## config.mk

```make
export PLATFORM = sky130hd
export DESIGN_NAME = opcp_seq
export DESIGN_NICKNAME = d
export VERILOG_FILES = /design/src/opcp_pkg.sv /design/src/opcp_seq.sv
export SDC_FILE = /design/constraint.sdc
export NUM_CORES = 1
export LEC_CHECK = 0
export BUFFER_PORTS_ARGS = -buffer_cell sky130_fd_sc_hd__buf_2
export CORE_UTILIZATION = 55
export CTS_CLUSTER_SIZE = 12
export DETAILED_ROUTE_END_ITERATION = 6
export GPL_TIMING_DRIVEN = 1
export PLACE_DENSITY = 0.91
export SETUP_SLACK_MARGIN = 0.4
export SKIP_LAST_GASP = 1
export SYNTH_ARGS = -nofsm -noshare
export SYNTH_HDL_FRONTEND = slang
export SYNTH_SLANG_ARGS = --single-unit
```

## constraint.sdc

```tcl
create_clock -name clk -period 8.9 [get_ports clk]
set_clock_uncertainty 0.2 [all_clocks]
set_input_delay 0.89 -clock clk [delete_from_list [all_inputs] [get_ports clk]]
set_output_delay 0.89 -clock clk [all_outputs]
set_load 0.005 [all_outputs]
```

## src/opcp_pkg.sv

```systemverilog
package opcp_pkg;

  localparam int SamplesDef = 60;

  localparam int TickW  = 16;
  localparam int IdxW   = 8;
  localparam int StepW  = 8;
  localparam int TimeW  = 16;
  localparam int CfgIdxW = 3;
  localparam int CfgDataW = 16;

  localparam logic [TickW-1:0] HighUs    = 16'd100;
  localparam logic [TickW-1:0] RecoverUs = 16'd500;

  localparam logic [TimeW-1:0] ResetTimeDef = 16'd500;
  localparam logic [StepW-1:0] StepDef      = 8'd5;
  localparam logic [TimeW-1:0] StartMinDef  = 16'd10;
  localparam logic [TimeW-1:0] StartMaxDef  = 16'd80;
  localparam logic [TimeW-1:0] WidthMinDef  = 16'd50;
  localparam logic [TimeW-1:0] WidthMaxDef  = 16'd260;

  typedef enum logic [2:0] {
    PH_IDLE    = 3'd0,
    PH_HIGH    = 3'd1,
    PH_LOW     = 3'd2,
    PH_SAMPLE  = 3'd3,
    PH_RECOVER = 3'd4
  } phase_t;

  typedef enum logic [CfgIdxW-1:0] {
    REG_RESET_TIME = 3'd0,
    REG_SAMPLE_STEP = 3'd1,
    REG_START_MIN  = 3'd2,
    REG_START_MAX  = 3'd3,
    REG_WIDTH_MIN  = 3'd4,
    REG_WIDTH_MAX  = 3'd5
  } cfg_idx_t;

  typedef struct packed {
    logic [TimeW-1:0] reset_time_us;
    logic [StepW-1:0] step_len_us;
    logic [TimeW-1:0] start_min_us;
    logic [TimeW-1:0] start_max_us;
    logic [TimeW-1:0] width_min_us;
    logic [TimeW-1:0] width_max_us;
  } cfg_t;

  typedef struct packed {
    logic             timing_ok;
    logic [TimeW-1:0] pulse_width_us;
    logic [TimeW-1:0] pulse_start_us;
    logic [IdxW-1:0]  low_samples;
    logic             present;
    logic             done_res;
    logic             busy_res;
    logic             drive_low;
  } res_t;

  localparam int ResW = $bits(res_t);
  localparam int OutDataW = ((ResW + 7) / 8) * 8;

endpackage

```

## src/opcp_seq.sv

```systemverilog
module opcp_seq #(
  parameter int SAMPLES = opcp_pkg::SamplesDef
) (
  input  logic           clk,
  input  logic           rst_n,
  input  logic           adv,
  input  logic           cmd,
  input  logic           line_level,
  input  opcp_pkg::cfg_t cfg,
  output opcp_pkg::res_t res
);

  localparam logic [opcp_pkg::IdxW-1:0] LastIdx = opcp_pkg::IdxW'(SAMPLES);

  opcp_pkg::phase_t phase_r, phase_nxt;
  logic [opcp_pkg::TickW-1:0] tick_r, tick_nxt, tick_inc;
  logic [opcp_pkg::IdxW-1:0]  idx_r, idx_nxt, idx_inc;
  logic [opcp_pkg::IdxW-1:0]  low_r, low_nxt;
  logic [opcp_pkg::IdxW-1:0]  first_r, first_nxt;
  logic [opcp_pkg::IdxW-1:0]  last_r, last_nxt;
  logic                       seen_r, seen_nxt;
  logic                       step_end, done;

  logic [opcp_pkg::IdxW:0]        span;
  logic [2*opcp_pkg::IdxW-1:0]    start_prod;
  logic [2*opcp_pkg::IdxW:0]      width_prod;
  logic [opcp_pkg::StepW-1:0]     step;
  logic [opcp_pkg::TimeW-1:0]     start_us, width_val;

  assign tick_inc = tick_r + 1'b1;
  assign idx_inc  = idx_r + 1'b1;
  assign step_end = tick_inc >= {{(opcp_pkg::TickW-opcp_pkg::StepW){1'b0}}, cfg.step_len_us};

  // Next phase.
  always_comb begin
    phase_nxt = phase_r;
    done      = 1'b0;
    if (cmd) begin
      if (phase_r == opcp_pkg::PH_IDLE) phase_nxt = opcp_pkg::PH_HIGH;
    end else begin
      case (phase_r)
        opcp_pkg::PH_IDLE: phase_nxt = opcp_pkg::PH_IDLE;
        opcp_pkg::PH_HIGH: begin
          if (tick_inc >= opcp_pkg::HighUs) phase_nxt = opcp_pkg::PH_LOW;
        end
        opcp_pkg::PH_LOW: begin
          if (tick_inc == '0 || tick_inc >= cfg.reset_time_us) phase_nxt = opcp_pkg::PH_SAMPLE;
        end
        opcp_pkg::PH_SAMPLE: begin
          if (step_end && (idx_inc >= LastIdx || idx_inc == '0)) begin
            phase_nxt = opcp_pkg::PH_RECOVER;
          end
        end
        opcp_pkg::PH_RECOVER: begin
          if (tick_inc >= opcp_pkg::RecoverUs) begin
            phase_nxt = opcp_pkg::PH_IDLE;
            done      = 1'b1;
          end
        end
        default: phase_nxt = opcp_pkg::PH_IDLE;
      endcase
    end
  end

  // Counters and the low-sample bookkeeping.
  always_comb begin
    tick_nxt  = tick_r;
    idx_nxt   = idx_r;
    low_nxt   = low_r;
    first_nxt = first_r;
    last_nxt  = last_r;
    seen_nxt  = seen_r;
    if (cmd) begin
      if (phase_r == opcp_pkg::PH_IDLE) begin
        tick_nxt  = '0;
        idx_nxt   = '0;
        low_nxt   = '0;
        first_nxt = '0;
        last_nxt  = '0;
        seen_nxt  = 1'b0;
      end
    end else begin
      case (phase_r)
        opcp_pkg::PH_IDLE: tick_nxt = tick_r;
        opcp_pkg::PH_SAMPLE: begin
          if (tick_r == '0 && !line_level) begin
            low_nxt  = low_r + 1'b1;
            if (!seen_r) first_nxt = idx_r;
            last_nxt = idx_r;
            seen_nxt = 1'b1;
          end
          if (step_end) begin
            tick_nxt = '0;
            idx_nxt  = idx_inc;
          end else begin
            tick_nxt = tick_inc;
          end
        end
        opcp_pkg::PH_HIGH, opcp_pkg::PH_LOW, opcp_pkg::PH_RECOVER: begin
          tick_nxt = (phase_nxt != phase_r) ? '0 : tick_inc;
        end
        default: tick_nxt = '0;
      endcase
    end
  end

  // Report; first and last index do not move during recovery.
  assign step       = (cfg.step_len_us == '0) ? 8'd1 : cfg.step_len_us;
  assign span       = {1'b0, last_r} + 1'b1 - {1'b0, first_r};
  assign start_prod = first_r * step;
  assign width_prod = span * step;
  assign start_us   = start_prod;
  assign width_val  = width_prod[2*opcp_pkg::IdxW] ? '1 : width_prod[opcp_pkg::TimeW-1:0];

  always_comb begin
    res           = '0;
    res.drive_low = (phase_nxt == opcp_pkg::PH_LOW);
    res.busy_res  = (phase_nxt != opcp_pkg::PH_IDLE);
    res.done_res  = done;
    if (done && seen_r) begin
      res.present        = 1'b1;
      res.low_samples    = low_r;
      res.pulse_start_us = start_us;
      res.pulse_width_us = width_val;
      res.timing_ok      = start_us >= cfg.start_min_us && start_us <= cfg.start_max_us &&
                           width_val >= cfg.width_min_us && width_val <= cfg.width_max_us;
    end
  end

  always_ff @(posedge clk) begin
    if (!rst_n) begin
      phase_r <= opcp_pkg::PH_IDLE;
      tick_r  <= '0;
      idx_r   <= '0;
      low_r   <= '0;
      first_r <= '0;
      last_r  <= '0;
      seen_r  <= 1'b0;
    end else if (adv) begin
      phase_r <= phase_nxt;
      tick_r  <= tick_nxt;
      idx_r   <= idx_nxt;
      low_r   <= low_nxt;
      first_r <= first_nxt;
      last_r  <= last_nxt;
      seen_r  <= seen_nxt;
    end
  end

endmodule

```

==> impl_results.md <==
- Vias: 9805
- PortBufs: 137
- Worst reg2reg path depth: 14
- Largest net degree at the start of global routing: 40
- Gpl congestion: 0.919
- Cells after Synth: 1328
- EDFF count, synth: 0
- Post-Route M1 WL: 10.8 mm
- Slowest cell on crit path: fa_1
- Met3 WL: 1.69 mm
- CP Capture Type: primary output
- Adder-Cell Fraction of Synth Area: 36.9%
- Async S/R FF share, synth: 0%
- Number of detailed-route iterations in the first pass: 7
- Static Leak: 6.48 nW
- CTS Root Cell: clkbuf_16
- Die height: 140 µm
- Setup TNS: -0.429 ns
- HPWL after DPL: 20.7 mm
- Crit path DAT: 8.24 ns
- Global-route wire length before repair: 42.9 mm
- Worst vdd ir: 0.0000717 V
- Synth Area in XOR/XNOR: 3.51%
- Most frequent cell after synthesis: inv_1
- CP max FO: 4
- Post-synth cell types: 76
- Post-layout min period: 9.33 ns
- Clock transition at the registers of the reported paths: 0.07 ns
- Setup Crit Path Kind: flip-flop to primary output
- Syn_nets: 1682
- CTS sink cnt: 52
- Pre-CTS WS: -0.167 ns
- Fin crit share: 105%
- Dominant cells by area after synthesis: ha_1 (22%), fa_1 (15%), dfxtp_1 (9.9%), inv_1 (8.1%), and2_1 (5.0%)
- Hold Crit Class: flip-flop to flip-flop
- Grt ovf: 0
- Initial Util: 56.0%
- Worst Hold Path Cells: 2
- DR WL/cell: 15.5 µm
- CTS tree: built
- Vias in the first global route: 9536
- Antenna-violating nets left: 0
- Failing checks: design-rule violations, negative setup slack
- Worst setup margin: -0.429 ns
- Layout cell share with drive strength beyond 1: 16.3%
- Register bit total from synthesis: 52
- YS warnings: 0
- Final setup viols: 1
- Final Hold Viols: 0
- Metal2 WL: 12.7 mm
- Area of the multi-input gates: 0.00856 mm²
- DR top layer: met4
- Mapped Area: 0.0105 mm²
- Area share of the largest cell type after synthesis: 21.8%
- Die ar.: 0.0196 mm²
- Post-route DRC: 12
- Final wirelength: 26.2 mm
- Tightest Pin Transition: 0.706 ns
- Seq/Total Area, Yosys: 9.94%
- 1st-iter DRT viols: 837
- Outcome: complete, but fails checks
- Area grow syn2layout: 12.8%
- Core area: 0.0187 mm²
- Antenna violations before repair: 0
- Fmax: 107 MHz
- Simple-Gate Fraction of Synth Area: 23.6%
- Cell repeated most along the worst path: inv_1
- Mux contribution to synthesized area: 0.143%
- Post-synth top flop: dfxtp_1
- Pwr dens: 48.2 mW/mm²
- Min-delay src: last_r[6]
- TritonCTS Buffers: 5
- Post-Syn Area per Cell: 7.88 µm²
- Most frequent cells after synthesis: inv_1 (225), ha_1 (182), nand2_1 (129)
- Max_slew headroom: 52.6%
- CP required: 7.81 ns
- Core Rows: 50
- R2r endpoint: tick_r[5]
- Delay of the slowest cell on the worst path: 0.53 ns
- RSZ-0062 raised after global routing: true
- Final net count: 1815
- Seq. cell area: 0.00104 mm²
- # Max-Cap Violations: 0
- I/O pin count: 138
- Clk_lat worst skew: 0.29 ns
- GRT Total Usage: 26.2%
- Vias per std cell: 5.78
- Slew Limit Fails: 0
- Cell taking the most area after synthesis: ha_1
- Worst R2R Start: tick_r[0]
- Combinational family with the most area after synthesis: adder cells
- Compound-gate portion of the synthesized area: 16.0%
- # diodes: 0
- CTS max path bufs: 2
- Worst setup SP type: flip-flop
- CTS H-tree lvls: 2
- # fillers: 1463
- DIE WIDTH: 140 µm
- Register-to-Register Setup Slack: 4.41 ns
- Hold-critical path endpoint: last_r[6]
-- kinds of logic after synthesis --
logic type,count (synthesis)
fa+ha+maj,261
simple gates,466
buf+inv,267
compound gates,239
mux,1
xor+xnor,42
flops,52
-- final cells by class --
cell class | instances | share of cell area (%)
multi-input cells | 1009 | 72.5
clock buffers | 6 | 1.09
well taps | 234 | 2.48
clock inverters | 2 | 0.138
flip-flops and latches | 52 | 8.85
repair buffers | 168 | 7.81
inverters | 225 | 7.17
-- flip-flops by register name, summed over array words and instances, names as in the netlist --
signal	count
first_r	8
idx_r	8
last_r	8
low_r	8
phase_r	3
seen_r	1
tick_r	16
-- metal layers --
layer / GRT usage (%) / vias up
li1: - / 4713
met1: 31.7 / 4545
met2: 46.8 / 447
met3: 3.18 / 100
met4: 11.6 / 0
met5: 0 / -
-- where the power goes --
group	switching (mW)	internal, mW	total, mW	leakage (nW)
clock network	0.0907	0.105	0.196	0.0671
logic	0.0803	0.0540	0.134	5.99
registers	0.00490	0.234	0.239	0.421
-- worst max-delay path: cells and delay by family, from the launching register on --
kind | cells | cell delay (ns)
compound gates | 11 | 1.97
xor+xnor | 1 | 0.15
fa+ha+maj | 9 | 3.35
buf+inv | 7 | 0.47
flops | 1 | 0.34
simple gates | 8 | 1.65
-- how the worst max path moves through the flow --
stage	startpoint	endpoint	slack, ns	cells after the start
final	last_r[1]	res[44]	-0.43	36
after global routing	last_r[1]	res[44]	-0.70	37
after CTS	last_r[1]	res[44]	-0.23	37
after detailed placement	last_r[1]	res[44]	-0.17	36
after global placement	last_r[1]	res[44]	0.06	36
after floorplan	first_r[1]	res[44]	0.47	35
-- cells in the final DEF, fill, tap and decap left out, types with 19 or more instances in the layout --
master / count
dfxtp_1: 49
buf_2: 137
o21ai_0: 41
nor2b_1: 29
nand3_1: 21
nor3_1: 19
nor2_1: 67
ha_1: 175
xnor2_1: 25
fa_1: 78
buf_4: 30
inv_1: 223
and3_1: 29
a21oi_1: 35
and2_1: 82
nand2_1: 129
a21boi_0: 22
a21o_1: 21
-- through the flow --
stage                     hold slack (ns)  utilization (%)  cell area [µm²]  total power, mW  instances
final                               0.273             63.1            11800            0.569       1696
after global routing                0.300             63.1            11800            0.598       1696
after CTS                           0.277             62.8            11700            0.568       1691
after detailed placement            0.268             61.6            11500            0.376       1675
after global placement              0.254             61.6            11500            0.370       1675
after floorplan                     0.241                -            10600            0.328       1328
-- timing repair --
action	4_1_cts	5_1_grt
buffers inserted	8	5
hold buffers	0	0
pin swaps	24	15
resized for setup	9	4
gates cloned	0	0
setup endpoints to repair	1	1
Note: power is estimated with default switching activity, not from simulation.
